`src/rcs_pkg.sv`:
```
// Shared types and constants for the rectangle cutout splitter.
// No dependencies; every other file in src/ refers to it by scoped names.
package rcs_pkg;

    localparam int COORD_WIDTH = 16;
    localparam int SIZE_WIDTH  = 15;
    // Edges carry a coordinate plus a size at full precision.
    localparam int EDGE_WIDTH  =
        ((COORD_WIDTH > SIZE_WIDTH) ? COORD_WIDTH : SIZE_WIDTH + 1) + 1;
    localparam int NUM_PIECES  = 4;
    localparam int PIECE_IDX_WIDTH = $clog2(NUM_PIECES);

    // Band slot order: top, left middle, right middle, bottom.
    localparam int SLOT_TOP    = 0;
    localparam int SLOT_LEFT   = 1;
    localparam int SLOT_RIGHT  = 2;
    localparam int SLOT_BOTTOM = 3;

    typedef logic signed [COORD_WIDTH-1:0] coord_t;
    typedef logic        [SIZE_WIDTH-1:0]  sz_t;
    typedef logic signed [EDGE_WIDTH-1:0]  edge_t;
    typedef logic        [NUM_PIECES-1:0]  piece_mask_t;

    typedef struct packed {
        coord_t src_x;
        coord_t src_y;
        sz_t    src_w;
        sz_t    src_h;
        coord_t cut_x;
        coord_t cut_y;
        sz_t    cut_w;
        sz_t    cut_h;
    } rect_req_t;

    typedef struct packed {
        coord_t piece_x;
        coord_t piece_y;
        sz_t    piece_w;
        sz_t    piece_h;
        logic   piece_last;
    } piece_t;

    typedef struct packed {
        edge_t ix1;
        edge_t iy1;
        edge_t ix2;
        edge_t iy2;
        edge_t cx1;
        edge_t cy1;
        edge_t cx2;
        edge_t cy2;
        sz_t   iw;
    } edges_t;

    typedef struct packed {
        edges_t e;
        edge_t  mtop;
        edge_t  mbot;
        logic   overlap;
        logic   left;
        logic   right;
        logic   top;
        logic   bottom;
    } class_t;

    typedef struct packed {
        coord_t x;
        coord_t y;
        sz_t    w;
        sz_t    h;
    } rect_t;

    typedef struct packed {
        rect_t [NUM_PIECES-1:0] slot;
        piece_mask_t            mask;
    } bands_t;

endpackage

```
`src/rcs_edges.sv`:
```
// Stage 1: register the request and form the right and bottom edges.
// Depends on rcs_pkg.
module rcs_edges
(
    input  logic               clk,
    input  logic               rst_n,
    input  logic               advance,
    input  logic               feed,
    input  rcs_pkg::rect_req_t req,
    output logic               staged,
    output rcs_pkg::edges_t    edges
);

    logic            valid_reg;
    rcs_pkg::edges_t edges_reg;
    rcs_pkg::edges_t edges_next;

    always_comb
    begin
        edges_next.ix1 = rcs_pkg::edge_t'(req.src_x);
        edges_next.iy1 = rcs_pkg::edge_t'(req.src_y);
        edges_next.cx1 = rcs_pkg::edge_t'(req.cut_x);
        edges_next.cy1 = rcs_pkg::edge_t'(req.cut_y);
        edges_next.ix2 = rcs_pkg::edge_t'(req.src_x) + rcs_pkg::edge_t'(req.src_w);
        edges_next.iy2 = rcs_pkg::edge_t'(req.src_y) + rcs_pkg::edge_t'(req.src_h);
        edges_next.cx2 = rcs_pkg::edge_t'(req.cut_x) + rcs_pkg::edge_t'(req.cut_w);
        edges_next.cy2 = rcs_pkg::edge_t'(req.cut_y) + rcs_pkg::edge_t'(req.cut_h);
        edges_next.iw  = req.src_w;
    end

    always_ff @(posedge clk or negedge rst_n)
    begin
        if (!rst_n)
        begin
            valid_reg <= 1'b0;
        end
        else if (advance)
        begin
            valid_reg <= feed;
        end
    end

    always_ff @(posedge clk)
    begin
        if (advance && feed)
        begin
            edges_reg <= edges_next;
        end
    end

    assign staged = valid_reg;
    assign edges  = edges_reg;

endmodule

```
`src/rcs_classify.sv`:
```
// Stage 2: overlap test, stick-out flags and middle band rows.
// Depends on rcs_pkg.
module rcs_classify
(
    input  logic            clk,
    input  logic            rst_n,
    input  logic            advance,
    input  logic            feed,
    input  rcs_pkg::edges_t edges,
    output logic            staged,
    output rcs_pkg::class_t cls
);

    logic            valid_reg;
    rcs_pkg::class_t cls_reg;
    rcs_pkg::class_t cls_next;

    always_comb
    begin
        cls_next.e       = edges;
        // Strict half-open intersection on both axes.
        cls_next.overlap = (edges.cx1 < edges.ix2) && (edges.ix1 < edges.cx2) &&
                           (edges.cy1 < edges.iy2) && (edges.iy1 < edges.cy2);
        cls_next.left    = edges.ix1 < edges.cx1;
        cls_next.right   = edges.ix2 > edges.cx2;
        cls_next.top     = edges.iy1 < edges.cy1;
        cls_next.bottom  = edges.iy2 > edges.cy2;
        cls_next.mtop    = (edges.iy1 < edges.cy1) ? edges.cy1 : edges.iy1;
        cls_next.mbot    = (edges.iy2 > edges.cy2) ? edges.cy2 : edges.iy2;
    end

    always_ff @(posedge clk or negedge rst_n)
    begin
        if (!rst_n)
        begin
            valid_reg <= 1'b0;
        end
        else if (advance)
        begin
            valid_reg <= feed;
        end
    end

    always_ff @(posedge clk)
    begin
        if (advance && feed)
        begin
            cls_reg <= cls_next;
        end
    end

    assign staged = valid_reg;
    assign cls    = cls_reg;

endmodule

```
`src/rcs_bands.sv`:
```
// Stage 3: build the four candidate bands and the mask of those present.
// Depends on rcs_pkg.
module rcs_bands
(
    input  logic            clk,
    input  logic            rst_n,
    input  logic            advance,
    input  logic            feed,
    input  rcs_pkg::class_t cls,
    output logic            staged,
    output rcs_pkg::bands_t bands
);

    logic            valid_reg;
    rcs_pkg::bands_t bands_reg;
    rcs_pkg::bands_t bands_next;
    rcs_pkg::edge_t  mid_h;
    rcs_pkg::coord_t src_x;
    rcs_pkg::coord_t src_y;

    always_comb
    begin
        mid_h = cls.mbot - cls.mtop;
        src_x = cls.e.ix1[rcs_pkg::COORD_WIDTH-1:0];
        src_y = cls.e.iy1[rcs_pkg::COORD_WIDTH-1:0];

        bands_next.slot[rcs_pkg::SLOT_TOP].x = src_x;
        bands_next.slot[rcs_pkg::SLOT_TOP].y = src_y;
        bands_next.slot[rcs_pkg::SLOT_TOP].w = cls.e.iw;
        bands_next.slot[rcs_pkg::SLOT_TOP].h =
            rcs_pkg::SIZE_WIDTH'(cls.e.cy1 - cls.e.iy1);

        bands_next.slot[rcs_pkg::SLOT_LEFT].x = src_x;
        bands_next.slot[rcs_pkg::SLOT_LEFT].y = cls.mtop[rcs_pkg::COORD_WIDTH-1:0];
        bands_next.slot[rcs_pkg::SLOT_LEFT].w =
            rcs_pkg::SIZE_WIDTH'(cls.e.cx1 - cls.e.ix1);
        bands_next.slot[rcs_pkg::SLOT_LEFT].h = mid_h[rcs_pkg::SIZE_WIDTH-1:0];

        bands_next.slot[rcs_pkg::SLOT_RIGHT].x = cls.e.cx2[rcs_pkg::COORD_WIDTH-1:0];
        bands_next.slot[rcs_pkg::SLOT_RIGHT].y = cls.mtop[rcs_pkg::COORD_WIDTH-1:0];
        bands_next.slot[rcs_pkg::SLOT_RIGHT].w =
            rcs_pkg::SIZE_WIDTH'(cls.e.ix2 - cls.e.cx2);
        bands_next.slot[rcs_pkg::SLOT_RIGHT].h = mid_h[rcs_pkg::SIZE_WIDTH-1:0];

        bands_next.slot[rcs_pkg::SLOT_BOTTOM].x = src_x;
        bands_next.slot[rcs_pkg::SLOT_BOTTOM].y = cls.e.cy2[rcs_pkg::COORD_WIDTH-1:0];
        bands_next.slot[rcs_pkg::SLOT_BOTTOM].w = cls.e.iw;
        bands_next.slot[rcs_pkg::SLOT_BOTTOM].h =
            rcs_pkg::SIZE_WIDTH'(cls.e.iy2 - cls.e.cy2);

        bands_next.mask = {cls.bottom, cls.right, cls.left, cls.top};

        // Disjoint rectangles: pass the source through unchanged.
        if (!cls.overlap)
        begin
            bands_next.slot[rcs_pkg::SLOT_TOP].h =
                rcs_pkg::SIZE_WIDTH'(cls.e.iy2 - cls.e.iy1);
            bands_next.mask = rcs_pkg::piece_mask_t'(1);
        end
    end

    always_ff @(posedge clk or negedge rst_n)
    begin
        if (!rst_n)
        begin
            valid_reg <= 1'b0;
        end
        else if (advance)
        begin
            valid_reg <= feed;
        end
    end

    always_ff @(posedge clk)
    begin
        if (advance && feed)
        begin
            bands_reg <= bands_next;
        end
    end

    assign staged = valid_reg;
    assign bands  = bands_reg;

endmodule

```
`src/rcs_serial.sv`:
```
// Output stage: emit the present bands of one request, one per cycle, in order.
// Depends on rcs_pkg.
module rcs_serial
(
    input  logic            clk,
    input  logic            rst_n,
    input  logic            feed,
    input  rcs_pkg::bands_t bands,
    output logic            ready,
    output logic            done,
    output rcs_pkg::piece_t piece
);

    rcs_pkg::piece_mask_t                    mask_reg;
    rcs_pkg::piece_mask_t                    mask_next;
    rcs_pkg::rect_t [rcs_pkg::NUM_PIECES-1:0] slot_reg;
    logic                                    done_reg;
    rcs_pkg::piece_t                         piece_reg;
    rcs_pkg::piece_t                         piece_next;
    logic [rcs_pkg::PIECE_IDX_WIDTH-1:0]     pick;
    rcs_pkg::piece_mask_t                    remain;
    logic                                    load;

    always_comb
    begin
        pick = '0;
        for (int i = rcs_pkg::NUM_PIECES - 1; i >= 0; i--)
        begin
            if (mask_reg[i])
            begin
                pick = rcs_pkg::PIECE_IDX_WIDTH'(i);
            end
        end
        remain = mask_reg & ~(rcs_pkg::piece_mask_t'(1) << pick);
        // Take the next request once at most one piece is left to send.
        ready  = (remain == '0);
        load   = feed && ready;
        mask_next = load ? bands.mask : remain;

        piece_next.piece_x    = slot_reg[pick].x;
        piece_next.piece_y    = slot_reg[pick].y;
        piece_next.piece_w    = slot_reg[pick].w;
        piece_next.piece_h    = slot_reg[pick].h;
        piece_next.piece_last = (remain == '0);
    end

    always_ff @(posedge clk or negedge rst_n)
    begin
        if (!rst_n)
        begin
            mask_reg <= '0;
            done_reg <= 1'b0;
        end
        else
        begin
            mask_reg <= mask_next;
            done_reg <= (mask_reg != '0);
        end
    end

    always_ff @(posedge clk)
    begin
        if (load)
        begin
            slot_reg <= bands.slot;
        end
        if (mask_reg != '0)
        begin
            piece_reg <= piece_next;
        end
    end

    assign done  = done_reg;
    assign piece = piece_reg;

endmodule

```
`src/rect_cutout_split_top.sv`:
```
// Rectangle cutout splitter, top level. Depends on rcs_pkg and the rcs_* stages.
//
// Subtracts a cutout rectangle from a source rectangle and returns zero to four
// pieces that cover what is left: top band, left middle band, right middle band,
// bottom band, in that order, the final one flagged with piece_last. Disjoint
// rectangles return the source unchanged; a full cover returns nothing. A request
// is taken at a rising edge with start high and busy low. Each piece is on the
// piece port for exactly one cycle while done is high; the receiver cannot hold
// pieces off, so it must take one every cycle that done is high. A request
// passes through the edge, classify and band registers and the output stage's mask
// and piece registers before its first piece appears. Throughput is set by the
// output port, which sends one piece per cycle and takes the next request once
// at most one piece of the current one is left to send, so pass-through requests
// are accepted every cycle. Between the intake and the output sit three pipeline
// stages (edge sums, compares, band arithmetic); they hold when the output stage
// is full, and busy reflects that backpressure.
module rect_cutout_split_top
(
    input  logic               clk,
    input  logic               rst_n,
    input  logic               start,
    output logic               busy,
    input  rcs_pkg::rect_req_t req,
    output logic               done,
    output rcs_pkg::piece_t    piece
);

    logic            s1_valid;
    logic            s2_valid;
    logic            s3_valid;
    logic            ser_ready;
    logic            adv1;
    logic            adv2;
    logic            adv3;
    rcs_pkg::edges_t s1_edges;
    rcs_pkg::class_t s2_cls;
    rcs_pkg::bands_t s3_bands;

    // Advance a stage when it is empty or the stage after it advances.
    assign adv3 = !s3_valid || ser_ready;
    assign adv2 = !s2_valid || adv3;
    assign adv1 = !s1_valid || adv2;
    assign busy = !adv1;

    rcs_edges u_edges
    (
        .clk     (clk),
        .rst_n   (rst_n),
        .advance (adv1),
        .feed    (start),
        .req     (req),
        .staged  (s1_valid),
        .edges   (s1_edges)
    );

    rcs_classify u_classify
    (
        .clk     (clk),
        .rst_n   (rst_n),
        .advance (adv2),
        .feed    (s1_valid),
        .edges   (s1_edges),
        .staged  (s2_valid),
        .cls     (s2_cls)
    );

    rcs_bands u_bands
    (
        .clk     (clk),
        .rst_n   (rst_n),
        .advance (adv3),
        .feed    (s2_valid),
        .cls     (s2_cls),
        .staged  (s3_valid),
        .bands   (s3_bands)
    );

    // Drain the pieces of each request one per cycle.
    rcs_serial u_serial
    (
        .clk   (clk),
        .rst_n (rst_n),
        .feed  (s3_valid),
        .bands (s3_bands),
        .ready (ser_ready),
        .done  (done),
        .piece (piece)
    );

endmodule
```
`config.mk`:
```
export PLATFORM = sky130hd
export DESIGN_NAME = rect_cutout_split_top
export DESIGN_NICKNAME = d
export VERILOG_FILES = /design/src/rcs_pkg.sv /design/src/rcs_edges.sv /design/src/rcs_classify.sv /design/src/rcs_bands.sv /design/src/rcs_serial.sv /design/src/rect_cutout_split_top.sv
export SDC_FILE = /design/constraint.sdc
export NUM_CORES = 1
export LEC_CHECK = 0
export BUFFER_PORTS_ARGS = -buffer_cell sky130_fd_sc_hd__buf_4
export CAP_MARGIN = 20
export CORE_UTILIZATION = 57
export DETAILED_ROUTE_END_ITERATION = 8
export GPL_TIMING_DRIVEN = 0
export PLACE_DENSITY = 0.85
export SLEW_MARGIN = 30
export SYNTH_ARGS = -nofsm -noshare
export SYNTH_HDL_FRONTEND = slang
export SYNTH_SLANG_ARGS = --single-unit
```
`constraint.sdc`:
```
create_clock -name clk -period 11.2 [get_ports clk]
set_input_delay 0.56 -clock clk [delete_from_list [all_inputs] [get_ports clk]]
set_output_delay 0.56 -clock clk [all_outputs]
set_load 0.02 [all_outputs]
```
==> results.yml <==
route:
  first_pass_iters: 6
  drcViolationCount: 0
  vias_per_cell: 5.92
  drtIter0Drc: 2334
  antenna_left: 0
  totalWireLength_um: 74400
  wl_per_cell_um: 21.7
  vias: 20300
clock_network:
  cts_root_buf: "clkbuf_16"
  clk_pin_slew_ns: 0.07
  cts_made_buffers: 72
  cts_max_level: 3
  cts_setup_buffers: 0
  cts_buffer_depth: 3
  cts_tree: "yes"
  clkSinkCount: 737
  clock_latency_ns: 0.62
synth:
  syn-cell-area_um2: 33500
  netlist.area_leader.share_pct: 65.4
  yosys_warnings: 0
  async_flop_share_pct: 1.09
  synth_top_cells_by_area: "edfxtp_1, ha_1, inv_1"
  ys.flop_type: "edfxtp_1"
  syn-num-nets: 2715
  yosysSeqAreaShare_pct: 66.0
  synthCells: 2321
  ys_seq_elements: 737
  synth_edf_count: 729
  synth.distinct_cells: 71
  avgSynthCellArea_um2: 14.4
  yosysTopAreaCell: "edfxtp_1"
floorplan:
  start_util_pct: 57.8
  floorplan.rows: 88
  die_w_um: 244
  dieArea_um2: 59700
  ioPinCount: 192
  die_h_um: 244
  coreArea_um2: 57900
cells_and_area:
  diodes: 0
  area_delta_synth_final_pct: 15.7
  largest_reg_flops: 175
  drive_gt1_share_pct: 14.3
  postLayoutCellArea_um2: 38700
  final_nets: 2999
  final.fill_count: 3946
placed_design:
  gp_congestion: 0.912
  place_area_um2: 36400
  portBuffers: 191
  dp_hpwl_um: 56500
critical_path:
  crit_top_cell: "clkbuf_1"
  required_ns: 11.55
  cp-start-kind: "register"
  slowest_stage: "clkbuf_1"
  end_kind: "register"
  worstPathMaxFanout: 10
  max_stage_delay_ns: 0.50
  cp.arrival_ns: 4.17
  crit_type: "register to register"
  crit_chain: "clkbuf_1, clkbuf_1, mux2i_1, ha_1, fa_1, nor2b_1, o31a_1, o211ai_1, nand2_1, a21oi_1, o31ai_1, xnor2_1"
grt:
  grt_first_pass_wirelength_um: 114000
  met1_usage_pct: 36.8
  grt_use_met2_pct: 38.7
  grtUsageMet3_pct: 3.86
  grt_max_degree: 57
  grt_overflow: 0
  antenna_found_initial: 1
  grt_pass1_vias: 20200
  grt_busiest_layer: "met2"
  grt_usage_pct: 25.3
sta:
  fin_crit_ns: 3.82
  worst_pin_slew_ns: 0.749
  skew_ns: 0.0211
  tns_ns: 0
  slew-limit-headroom_pct: 50.0
  rsz0062_at_grt: "false"
  holdWs_ns: 0.128
  setup_viol_count_final: 0
  max_freq_mhz: 262
  min_period_over_period_pct: 34.1
  finalHoldViolations: 0
  maxSlewViolCount: 0
pwr:
  p_seq_share_pct: 46.4
  p_sw_share_pct: 33.6
  power_density_nw_per_um2: 299
  internal_power_uw: 7700
  ir_worst_vdd_mv: 0.179
  leakage_uw: 0.0155
  clkPwrFrac_pct: 20.8
  combPwrFrac_pct: 32.8
  power_uw: 11600
  p_sw_uw: 3900
flow_run:
  max-cap-violations: 0
status:
  outcome: "complete, no violations"
hold_path:
  hp-class: "input pin to register"
## cell usage after synthesis, types with 6 or more instances
cell type    n
o31a_1       9
and2_1      10
clkbuf_1    34
a211oi_1    14
ha_1       258
a21boi_0     8
xor2_1      28
dfrtp_1      8
o21bai_1    18
nor2_1      69
nand4_1     20
o31ai_1     15
a22oi_1     31
a21o_1      56
mux2_2      29
a221o_2      6
o211ai_1    11
nand3_1     38
o21a_1      24
a21oi_1    144
a221o_1     10
o2bb2ai_1   15
nor2b_1     31
edfxtp_1   729
a31oi_1     22
a222oi_1    31
or2_2       11
mux2i_1     33
o21ai_0     90
nand2b_1    11
fa_1         9
nor3_1      33
nand2_1     74
inv_1      240
xnor2_1     80
## worst paths after layout
check                                                   from                          endpoint  slack [ns]  cells after the start
worst min register to register  u_bands.bands[157]$_DFFE_PP_  u_serial.slot_reg[153]$_DFFE_PP_        0.40                      0
worst max register to register   u_classify.cls[4]$_DFFE_PP_       u_bands.bands[18]$_DFFE_PP_        7.38                     12
worst max-delay path             u_classify.cls[4]$_DFFE_PP_       u_bands.bands[18]$_DFFE_PP_        7.38                     12
worst min-delay path                                 req[40]       u_edges.edges[59]$_DFFE_PP_        0.13                      1
min in group asynchronous                              rst_n        u_bands.staged$_DFFE_PN0P_        0.31                      2
max in group asynchronous                              rst_n           u_serial.done$_DFF_PN0_       10.75                      2
## cells in the final DEF, fill, tap and decap left out, drive strengths merged, types with 31 or more instances in the layout
cell type,Yosys,routed
edfxtp,729,729
ha,258,258
inv,240,245
buf,8,217
a21oi,146,146
clkbuf,34,117
o21ai,93,93
xnor2,80,80
nand2,74,74
nor2,69,69
a21o,57,57
nand3,38,38
mux2i,33,33
nor3,33,33
a22oi,31,31
a222oi,31,31
nor2b,31,31
## layer usage
| metal | vias to the layer above | share of wire [%] |
|---|---|---|
| met5 | - | 0 |
| met4 | 0 | 2.8 |
| met3 | 136 | 8.1 |
| met2 | 906 | 45 |
| met1 | 9792 | 44 |
| li1 | 9430 | - |
## critical path: cells and delay by family (launching register included)
| kind | cells | cell delay (ns) |
|---|---|---|
| and+or+nand+nor | 2 | 0.17 |
| xor gates and xnor gates | 1 | 0.16 |
| buffers and inverters | 2 | 1.00 |
| adders and majority gates | 2 | 0.50 |
| AOI/OAI and AO/OA | 4 | 1.01 |
| muxes | 1 | 0.31 |
| DFF | 1 | 0.40 |
## power groups by stage
stage          clock network [µW]  registers [µW]  logic (µW)
3_5_place_dp                    0            5420        3740
4_1_cts                      2440            5380        3790
2_1_floorplan                   0            5540        2260
6_report                     2410            5380        3800
3_3_place_gp                    0            5640        3330
5_1_grt                      2550            5460        4150
## per-stage QoR
step	util, %	setup WS [ns]	cells
final	66.9	7.38	3423
after global routing	66.9	7.21	3423
after CTS	66.9	7.35	3423
after global placement	61.9	-1.19	3277
after detailed placement	62.8	7.42	3295
after floorplan	-	1.73	2321
## repair_timing
action	in CTS	in global routing
hold buffers	1	0
hold endpoints to repair	8	0
resized for setup	0	0
endpoints found under the setup margin	0	0
## layout make-up
| class | count | area [µm²] | area share [%] |
|---|---|---|---|
| Buffer | 42 | 188 | 0.484 |
| Clock buffer | 83 | 1890 | 4.87 |
| Clock inverter | 44 | 473 | 1.22 |
| Inverter | 240 | 901 | 2.33 |
| Multi-Input combinational cell | 1302 | 10300 | 26.7 |
| Sequential cell | 737 | 22100 | 57.0 |
| Tap cell | 765 | 957 | 2.47 |
| Timing Repair Buffer | 210 | 1920 | 4.95 |
## kinds of logic (layout without fill, tap and decap cells)
logic type / after synthesis / after routing / synth area share [%]
flops: 737 / 737 / 66.0
compound gates: 543 / 543 / 11.0
simple gates: 319 / 319 / 4.67
buf+inv: 282 / 619 / 3.25
fa+ha+maj: 269 / 269 / 10.2
xor+xnor: 108 / 108 / 2.82
mux: 63 / 63 / 2.00
(Power assumes the default switching activity.)
